**src/design/kmp_pkg.sv**
```systemverilog
package kmp_pkg;

    localparam int BYTE_W    = 8;
    localparam int CFG_W     = 64;
    localparam int CFG_IDX_W = 2;
    localparam int LEN_W     = 5;
    localparam int PAT_BYTES = 16;
    localparam int PAT_W     = PAT_BYTES * BYTE_W;

    // register indexes of the configuration port
    localparam logic [CFG_IDX_W-1:0] REG_PAT_LOW  = 2'd0;
    localparam logic [CFG_IDX_W-1:0] REG_PAT_HIGH = 2'd1;
    localparam logic [CFG_IDX_W-1:0] REG_PAT_LEN  = 2'd2;

    typedef logic [BYTE_W-1:0] t_byte;

    // pattern byte at a position, zero beyond the stored bytes
    function automatic t_byte pat_byte(input logic [PAT_W-1:0] pat, input logic [31:0] idx);
        t_byte b;
        b = '0;
        if (idx < 32'(PAT_BYTES)) begin
            b = pat[{idx[3:0], 3'b000} +: BYTE_W];
        end
        return b;
    endfunction

endpackage

```
**src/design/kmp_text_if.sv**
```systemverilog
interface kmp_text_if;
    import kmp_pkg::*;

    logic  valid;
    logic  ready;
    t_byte text_byte;
    logic  text_last;

    modport source (output valid, output text_byte, output text_last, input ready);
    modport sink   (input valid, input text_byte, input text_last, output ready);
endinterface

```
**src/design/kmp_result_if.sv**
```systemverilog
interface kmp_result_if;
    logic valid;
    logic ready;
    logic found_so_far;
    logic match_ends_here;
    logic result_last;

    modport source (output valid, output found_so_far, output match_ends_here,
                    output result_last, input ready);
    modport sink   (input valid, input found_so_far, input match_ends_here,
                    input result_last, output ready);
endinterface

```
**src/design/kmp_fail_table.sv**
```systemverilog
module kmp_fail_table #(
    parameter int DEPTH = 16,
    parameter int AW    = 4,
    parameter int DW    = 5
) (
    input  logic          i_clk,
    input  logic          i_we,
    input  logic [AW-1:0] i_waddr,
    input  logic [DW-1:0] i_wdata,
    input  logic [AW-1:0] i_raddr,
    output logic [DW-1:0] o_rdata
);
    // border lengths, one entry per pattern position
    logic [DW-1:0] r_ent [DEPTH];

    // read data appears the cycle after its address
    always_ff @(posedge i_clk) begin
        if (i_we) begin
            r_ent[i_waddr] <= i_wdata;
        end
        o_rdata <= r_ent[i_raddr];
    end
endmodule

```
**src/design/kmp_substring_detector.sv**
```systemverilog
// channel   | dir | word                                         | handshake
// ----------+-----+----------------------------------------------+------------------
// i_text    | in  | text_byte[7:0], text_last                    | valid / ready
// o_result  | out | found_so_far, match_ends_here, result_last   | valid / ready
// i_cfg_*   | in  | i_cfg_idx[1:0], i_cfg_data[63:0]             | i_cfg_we, no wait
//
// one text word passes through these steps, f being the failure links followed
// for it (0 .. n-1): the accept, one compare, a table read and a new compare per
// link, one output load. links never outnumber advances over a text.
// the single byte comparator and the failure table, read the cycle after its
// address, set these steps.
// after reset or a register write the table is rebuilt, during which no text
// word is taken; n is the saturated pattern length.
// a finished result waits in the output register; while that register holds an
// untaken result the next word waits in its last cycle.
module kmp_substring_detector #(
    parameter int MAX_PATTERN = 16
) (
    input  logic                           i_clk,
    input  logic                           i_rst_n,
    kmp_text_if.sink                       i_text,
    kmp_result_if.source                   o_result,
    input  logic                           i_cfg_we,
    input  logic [kmp_pkg::CFG_IDX_W-1:0]  i_cfg_idx,
    input  logic [kmp_pkg::CFG_W-1:0]      i_cfg_data
);
    import kmp_pkg::*;

    // position width holds 0..MAX_PATTERN, table address 0..MAX_PATTERN-1
    localparam int PW = $clog2(MAX_PATTERN + 1);
    localparam int AW = (MAX_PATTERN > 1) ? $clog2(MAX_PATTERN) : 1;

    // sequencer states
    localparam logic [2:0] ST_BUILD = 3'd0;
    localparam logic [2:0] ST_BLINK = 3'd1;
    localparam logic [2:0] ST_IDLE  = 3'd2;
    localparam logic [2:0] ST_SCAN  = 3'd3;
    localparam logic [2:0] ST_SLINK = 3'd4;
    localparam logic [2:0] ST_DONE  = 3'd5;

    logic [2:0]       r_state;
    logic [CFG_W-1:0] r_pat_low;
    logic [CFG_W-1:0] r_pat_high;
    logic [LEN_W-1:0] r_len;

    // build pointers: q walks the pattern, k is the current border length
    logic [PW-1:0]    r_q;
    logic [PW-1:0]    r_k;
    logic [PW-1:0]    r_full_fall;

    // scan state
    logic [PW-1:0]    r_pos;
    logic             r_found;
    logic             r_hit;
    t_byte            r_byte;
    logic             r_last;

    // output register
    logic             r_out_valid;
    logic             r_out_found;
    logic             r_out_hit;
    logic             r_out_last;

    logic [PAT_W-1:0] w_pat;
    logic [PW-1:0]    w_n;
    logic             w_cfg_hit;
    t_byte            w_cmp_a;
    t_byte            w_cmp_b;
    logic             w_eq;
    logic [PW-1:0]    w_link_idx;
    logic [AW-1:0]    w_raddr;
    logic [PW-1:0]    w_rdata;
    logic             w_tab_we;
    logic [AW-1:0]    w_waddr;
    logic [PW-1:0]    w_wdata;
    logic [PW-1:0]    w_k_next;
    logic [PW-1:0]    w_pos_next;
    logic             w_accept;
    logic             w_out_free;
    logic             w_load_out;

    assign w_pat = {r_pat_high, r_pat_low};

    // saturate the length to the table depth
    always_comb begin
        if (32'(r_len) > MAX_PATTERN) begin
            w_n = PW'(MAX_PATTERN);
        end else begin
            w_n = PW'(r_len);
        end
    end

    assign w_cfg_hit = i_cfg_we && (i_cfg_idx == REG_PAT_LOW || i_cfg_idx == REG_PAT_HIGH
                                    || i_cfg_idx == REG_PAT_LEN);

    // shared byte comparator: p[q] vs p[k] while building, text vs p[pos] while scanning
    always_comb begin
        if (r_state == ST_SCAN) begin
            w_cmp_a    = r_byte;
            w_cmp_b    = pat_byte(w_pat, 32'(r_pos));
            w_link_idx = r_pos;
        end else begin
            w_cmp_a    = pat_byte(w_pat, 32'(r_q));
            w_cmp_b    = pat_byte(w_pat, 32'(r_k));
            w_link_idx = r_k;
        end
    end

    assign w_eq       = (w_cmp_a == w_cmp_b);
    // link address goes out in the compare cycle, its entry is back the next cycle
    assign w_raddr    = AW'(w_link_idx - PW'(1));
    assign w_k_next   = r_k + PW'(w_eq);
    assign w_pos_next = r_pos + PW'(w_eq);

    // table write: entry 0 first, then one entry per advancing build step
    always_comb begin
        w_tab_we = 1'b0;
        w_waddr  = AW'(r_q);
        w_wdata  = w_k_next;
        if (r_state == ST_BUILD && r_q == '0) begin
            w_tab_we = 1'b1;
            w_wdata  = '0;
        end else if (r_state == ST_BUILD && r_q < w_n && !(r_k != '0 && !w_eq)) begin
            w_tab_we = 1'b1;
        end
    end

    kmp_fail_table #(
        .DEPTH (MAX_PATTERN),
        .AW    (AW),
        .DW    (PW)
    ) u_fail_table (
        .i_clk   (i_clk),
        .i_we    (w_tab_we),
        .i_waddr (w_waddr),
        .i_wdata (w_wdata),
        .i_raddr (w_raddr),
        .o_rdata (w_rdata)
    );

    assign i_text.ready = (r_state == ST_IDLE);
    assign w_accept     = i_text.valid && i_text.ready;
    assign w_out_free   = !r_out_valid || o_result.ready;
    assign w_load_out   = (r_state == ST_DONE) && w_out_free;

    assign o_result.valid           = r_out_valid;
    assign o_result.found_so_far    = r_out_found;
    assign o_result.match_ends_here = r_out_hit;
    assign o_result.result_last     = r_out_last;

    // output register: loaded from the last cycle of a word, freed when taken
    always_ff @(posedge i_clk) begin
        if (!i_rst_n) begin
            r_out_valid <= 1'b0;
        end else if (w_load_out) begin
            r_out_valid <= 1'b1;
            r_out_found <= r_found;
            r_out_hit   <= r_hit;
            r_out_last  <= r_last;
        end else if (o_result.ready) begin
            r_out_valid <= 1'b0;
        end
    end

    always_ff @(posedge i_clk) begin
        if (!i_rst_n) begin
            r_state     <= ST_BUILD;
            r_pat_low   <= '0;
            r_pat_high  <= '0;
            r_len       <= '0;
            r_q         <= '0;
            r_k         <= '0;
            r_full_fall <= '0;
            r_pos       <= '0;
            r_found     <= 1'b0;
            r_hit       <= 1'b0;
        end else if (w_cfg_hit) begin
            // register write restarts the text and rebuilds the table
            unique case (i_cfg_idx)
                REG_PAT_LOW:  r_pat_low  <= i_cfg_data;
                REG_PAT_HIGH: r_pat_high <= i_cfg_data;
                REG_PAT_LEN:  r_len      <= i_cfg_data[LEN_W-1:0];
                default:      r_len      <= r_len;
            endcase
            r_state <= ST_BUILD;
            r_q     <= '0;
            r_pos   <= '0;
            r_found <= 1'b0;
        end else begin
            unique case (r_state)
                ST_BUILD: begin
                    if (r_q == '0) begin
                        r_q         <= PW'(1);
                        r_k         <= '0;
                        r_full_fall <= '0;
                    end else if (r_q >= w_n) begin
                        r_state <= ST_IDLE;
                    end else if (r_k != '0 && !w_eq) begin
                        // follow a border link once the entry is read
                        r_state <= ST_BLINK;
                    end else begin
                        r_k         <= w_k_next;
                        r_full_fall <= w_k_next;
                        r_q         <= r_q + PW'(1);
                    end
                end
                ST_BLINK: begin
                    r_k     <= w_rdata;
                    r_state <= ST_BUILD;
                end
                ST_IDLE: begin
                    if (w_accept) begin
                        r_byte  <= i_text.text_byte;
                        r_last  <= i_text.text_last;
                        r_hit   <= 1'b0;
                        r_state <= ST_SCAN;
                        if (r_pos >= w_n) begin
                            r_pos <= '0;
                        end
                    end
                end
                ST_SCAN: begin
                    if (w_n == '0) begin
                        // empty pattern is always found
                        r_found <= 1'b1;
                        r_state <= ST_DONE;
                    end else if (r_pos != '0 && !w_eq) begin
                        r_state <= ST_SLINK;
                    end else if (w_pos_next >= w_n) begin
                        r_hit   <= 1'b1;
                        r_found <= 1'b1;
                        r_pos   <= r_full_fall;
                        r_state <= ST_DONE;
                    end else begin
                        r_pos   <= w_pos_next;
                        r_state <= ST_DONE;
                    end
                end
                ST_SLINK: begin
                    r_pos   <= w_rdata;
                    r_state <= ST_SCAN;
                end
                ST_DONE: begin
                    if (w_out_free) begin
                        r_state <= ST_IDLE;
                        if (r_last) begin
                            r_pos   <= '0;
                            r_found <= 1'b0;
                        end
                    end
                end
                default: begin
                    r_state <= ST_BUILD;
                end
            endcase
        end
    end

    // a reported match always comes with the found flag
    assert property (@(posedge i_clk) disable iff (!i_rst_n)
        o_result.valid |-> (!o_result.match_ends_here || o_result.found_so_far))
        else $error("match reported without found flag");

    // no text word is taken while the table is being built
    assert property (@(posedge i_clk) disable iff (!i_rst_n)
        (r_state == ST_BUILD) |-> !i_text.ready)
        else $error("text accepted during table build");

    // between words the position is a live prefix of the pattern
    assert property (@(posedge i_clk) disable iff (!i_rst_n)
        (r_state == ST_IDLE && w_n != '0) |-> (r_pos < w_n))
        else $error("match position out of range");

    // the border stays shorter than the prefix it belongs to
    assert property (@(posedge i_clk) disable iff (!i_rst_n)
        (r_state == ST_BUILD && r_q != '0) |-> (r_k < r_q))
        else $error("border not shorter than prefix");

    // one word at a time: ready drops right after an accept
    assert property (@(posedge i_clk) disable iff (!i_rst_n)
        w_accept |=> !i_text.ready)
        else $error("second word taken while one is in work");
endmodule
```
**src/flat_wrapper.sv**
```systemverilog
// flat-port wrapper written by rule: the top's interface ports become plain ports
module kmp_substring_detector_flat import kmp_pkg::*;
#(
    parameter int MAX_PATTERN = 16
)
  (i_clk, i_rst_n, i_cfg_we, i_cfg_idx, i_cfg_data, i_text_valid, i_text_text_byte, i_text_text_last, i_text_ready, o_result_valid, o_result_found_so_far, o_result_match_ends_here, o_result_result_last, o_result_ready);
  kmp_text_if i_text_i ();
  kmp_result_if o_result_i ();
  input  logic i_clk;
  input  logic i_rst_n;
  input  logic i_cfg_we;
  input  logic [kmp_pkg::CFG_IDX_W-1:0] i_cfg_idx;
  input  logic [kmp_pkg::CFG_W-1:0] i_cfg_data;
  input wire logic [$bits(i_text_i.valid)-1:0] i_text_valid;
  input wire logic [$bits(i_text_i.text_byte)-1:0] i_text_text_byte;
  input wire logic [$bits(i_text_i.text_last)-1:0] i_text_text_last;
  output wire logic [$bits(i_text_i.ready)-1:0] i_text_ready;
  output wire logic [$bits(o_result_i.valid)-1:0] o_result_valid;
  output wire logic [$bits(o_result_i.found_so_far)-1:0] o_result_found_so_far;
  output wire logic [$bits(o_result_i.match_ends_here)-1:0] o_result_match_ends_here;
  output wire logic [$bits(o_result_i.result_last)-1:0] o_result_result_last;
  input wire logic [$bits(o_result_i.ready)-1:0] o_result_ready;
  assign i_text_i.valid = i_text_valid;
  assign i_text_i.text_byte = i_text_text_byte;
  assign i_text_i.text_last = i_text_text_last;
  assign i_text_ready = i_text_i.ready;
  assign o_result_valid = o_result_i.valid;
  assign o_result_found_so_far = o_result_i.found_so_far;
  assign o_result_match_ends_here = o_result_i.match_ends_here;
  assign o_result_result_last = o_result_i.result_last;
  assign o_result_i.ready = o_result_ready;
  kmp_substring_detector #(.MAX_PATTERN(MAX_PATTERN)) u_core (.i_clk(i_clk), .i_rst_n(i_rst_n), .i_text(i_text_i), .o_result(o_result_i), .i_cfg_we(i_cfg_we), .i_cfg_idx(i_cfg_idx), .i_cfg_data(i_cfg_data));
endmodule
```
**config.mk**
```make
export PLATFORM = sky130hd
export DESIGN_NAME = kmp_substring_detector_flat
export DESIGN_NICKNAME = d
export VERILOG_FILES = /design/src/design/kmp_pkg.sv /design/src/design/kmp_text_if.sv /design/src/design/kmp_result_if.sv /design/src/design/kmp_fail_table.sv /design/src/design/kmp_substring_detector.sv /design/src/flat_wrapper.sv
export SDC_FILE = /design/constraint.sdc
export NUM_CORES = 1
export LEC_CHECK = 0
export ABC_AREA = 1
export BUFFER_PORTS_ARGS = -buffer_cell sky130_fd_sc_hd__buf_2
export CAP_MARGIN = 10
export CORE_ASPECT_RATIO = 1.4
export CORE_MARGIN = 5
export CORE_UTILIZATION = 30
export DETAILED_ROUTE_END_ITERATION = 6
export GPL_TIMING_DRIVEN = 1
export RECOVER_POWER = 25
export REMOVE_ABC_BUFFERS = 1
export SYNTH_ARGS = -nofsm -noshare
export SYNTH_HDL_FRONTEND = slang
export SYNTH_SLANG_ARGS = --single-unit
```
**constraint.sdc**
```tcl
create_clock -name i_clk -period 4.23 [get_ports i_clk]
set_input_delay 0.423 -clock i_clk [delete_from_list [all_inputs] [get_ports i_clk]]
set_output_delay 0.423 -clock i_clk [all_outputs]
set_load 0.02 [all_outputs]
```
==> impl_metrics.json <==
{
  "status": "complete, but fails checks",
  "failed_checks": "max-capacitance violations, max-slew violations",
  "fin_skew_ns": 0.0134,
  "start_kind": "register",
  "antenna_found_initial": 2,
  "max-slew-margin-rel_pct": -107,
  "portBuffers": 84,
  "route.detailed.wl_per_inst_um": 18.3,
  "grt_pass1_vias": 14500,
  "powerDensity_nw_per_um2": 508,
  "drt_first_pass_iters": 5,
  "ys_seq_area_share_pct": 41.2,
  "rsz0062_at_grt": "yes",
  "crit_top_cell": "nand2_1",
  "fin_hold_ws_ns": 0.0260,
  "drive_gt1_share_pct": 12.4,
  "root_buffer": "clkbuf_16",
  "fmax_mhz": 251,
  "finalPower_mw": 8.88,
  "fin_setup_tns_ns": 0,
  "cts_made_buffers": 27,
  "fp.dieW_um": 197,
  "drc": 0,
  "dpl.cell_count": 2820,
  "antenna_left": 0,
  "coreArea_um2": 48800,
  "vias": 14900,
  "pin_count": 85,
  "gp_congestion": 0.932,
  "netlist_area_um2": 14700,
  "cts.sinks": 256,
  "p_leak_nw": 7.77,
  "fin_crit_ns": 3.99,
  "cp-end-kind": "register",
  "ys_types": 38,
  "insertion_delay_ns": 0.58,
  "crit_type": "reg -> reg",
  "yosys_warnings": 0,
  "grt_use_total_pct": 18.3,
  "worstPathMaxFanout": 43,
  "syn_avg_cell_area_um2": 6.84,
  "wl_um": 52800,
  "cts_tree": "done",
  "slowest_delay_ns": 0.40,
  "std_cell_rows": 96,
  "start_util_pct": 30.1,
  "vias_per_cell": 5.14,
  "dp_hpwl_um": 36200,
  "fp.dieH_um": 272,
  "layout.cells.non_filler": 2893,
  "die_area_um2": 53600,
  "peakVddDrop_uv": 339,
  "h-tree-depth": 1,
  "setup_viol_count_final": 0,
  "cts_buffer_depth": 3,
  "cp_slowest_cell": "dfxtp_2",
  "synth_cells": 2148,
  "cp_data_arrival_time_ns": 4.44,
  "path_clk_slew_ns": 0.07,
  "final_nets": 2339,
  "hold_viol_final": 0,
  "grt_pass1_wl_um": 78800,
  "dr.first_iter.drc_count": 1376,
  "finalMaxSlewViolations": 157,
  "syn_to_final_growth_pct": 18.9,
  "grt_max_degree": 88,
  "overflow": 0,
  "required_ns": 4.68,
  "hold_path_class": "in -> reg",
  "yosys_register_bits": 256,
  "tightest_slew_ns": 3.10,
  "max-cap-violations": 2,
  "layout_worst_path_cycle_share_pct": 94.3
}
metrics by stage:
stage / setup slack (ns) / instance area [um2] / util, %
after floorplan: -1.35 / 14000 / -
after global placement: 0.0958 / 16100 / 33.0
after detailed placement: 0.0288 / 16100 / 33.0
after CTS: 0.00394 / 17100 / 35.0
after global routing: -0.0322 / 17500 / 35.8
final: 0.239 / 17500 / 35.8
sequential cells by signal, summed over array words and instances, names as in the netlist:
name and count:
u_core.r_state 3, u_core.u_fail_table.r_ent 80, u_core.r_pat_low 64, u_core.r_byte 8, u_core.r_last 1, u_core.r_k 5, u_core.r_full_fall 5, u_core.r_found 1
u_core.r_len 5, u_core.u_fail_table.o_rdata 5, u_core.r_pos 5, u_core.o_result.match_ends_here 1, u_core.r_pat_high 64, u_core.o_result.valid 1, u_core.r_q 5, u_core.o_result.found_so_far 1
u_core.r_hit 1, u_core.o_result.result_last 1
final timing paths:
| path | from | to | slack (ns) | cells past startpoint |
|---|---|---|---|---|
| worst max-delay path | u_core.r_k[0] | u_core.r_pos[3] | 0.24 | 31 |
| worst min-delay path | i_text_text_last | u_core.r_last | 0.03 | 1 |
| worst max register to register | u_core.r_k[0] | u_core.r_pos[3] | 0.24 | 31 |
| worst min register to register | u_core.r_hit | u_core.o_result.match_ends_here | 0.44 | 0 |
repair_timing:
| item | in CTS | in global routing |
|---|---|---|
| endpoints found under the setup margin | 0 | 23 |
| setup buffers | 0 | 6 |
| endpoints found under the hold margin | 4 | 0 |
| resized for setup | 0 | 47 |
| hold buffers | 4 | 0 |
synth_stat cells:
cell | count | area, um2
o211ai_1 | 21 | 158
nand2_1 | 639 | 2400
a21oi_1 | 165 | 826
buf_2 | 39 | 195
or2_2 | 2 | 12.5
inv_2 | 11 | 41.3
buf_4 | 10 | 75.1
o221ai_1 | 12 | 105
edfxtp_1 | 92 | 2760
nor3_1 | 4 | 20.0
o21a_1 | 1 | 7.51
nor4_1 | 1 | 6.26
xor2_1 | 11 | 96.3
o21ai_2 | 1 | 8.76
inv_1 | 217 | 815
o21ba_2 | 1 | 10.0
buf_1 | 6 | 22.5
nand3_2 | 1 | 10.0
nor2_4 | 1 | 11.3
clkbuf_1 | 65 | 244
o21bai_1 | 1 | 7.51
clkinv_1 | 2 | 7.51
nor2_1 | 147 | 552
o21ai_0 | 231 | 1160
o21ai_1 | 9 | 45.0
nand3_1 | 224 | 1120
inv_4 | 1 | 6.26
nand2_4 | 1 | 11.3
ha_1 | 25 | 313
buf_6 | 10 | 113
nand3b_1 | 1 | 7.51
nand3_4 | 3 | 52.6
nor3_4 | 1 | 16.3
nand2_2 | 3 | 18.8
o22ai_1 | 11 | 68.8
nor2_2 | 5 | 31.3
dfxtp_1 | 164 | 3280
nand4_1 | 9 | 56.3
per-layer routing:
layer	vias to the layer above	track usage [%]	wire [um]
met4	2	11.6	4160
met5	-	0	13
met2	612	33.2	26400
li1	7188	-	-
met3	211	2.57	3130
met1	6849	19.7	19100
critical path, delay by kind of cell (launching register included):
kind | cells | cell delay, ns
DFF | 1 | 0.40
xor gates and xnor gates | 1 | 0.14
and+or+nand+nor | 16 | 1.25
adders and majority gates | 3 | 0.62
buffers and inverters | 6 | 0.67
AOI/OAI and AO/OA | 5 | 0.72
power breakdown:
part | internal [mW] | leakage, nW | switching, mW
clock | 1.47 | 0.460 | 1.08
sequential | 2.82 | 2.20 | 0.0988
combinational | 1.16 | 5.11 | 2.26
total | 5.44 | 7.77 | 3.43
cell type report:
cell class / instances / area [um2]
sequential: 256 / 6060
timing repair buffer: 187 / 1570
clock inverter: 14 / 158
inverter: 231 / 885
tap: 637 / 797
fill: 5223 / 31300
clock buffer: 36 / 797
multi-input combinational: 1531 / 7190
antenna: 1 / 2.50
cells in the final DEF, fill, tap and decap left out, drive strengths merged, types with 4 or more instances in the layout:
cell         instances
a21oi              165
dlygate4sd3          4
xor2                11
o21ai              241
clkbuf              51
nand4                9
inv                233
clkinvlp             4
nand3              228
o22ai               11
o221ai              12
nand2              643
edfxtp              92
nor3                 5
dfxtp              164
clkinv               6
ha                  25
o211ai              21
buf                168
nor2               153
cells by family (layout without fill, tap and decap cells):
kind of cell | after synthesis | count (layout) | share of synthesized area (%)
simple gates | 1042 | 1042 | 29.4
compound gates | 453 | 453 | 16.3
buf+inv | 361 | 468 | 10.3
flops | 256 | 256 | 41.2
fa+ha+maj | 25 | 25 | 2.13
xor+xnor | 11 | 11 | 0.656
other cells | 0 | 1 | 0
(Power assumes the default switching activity.)
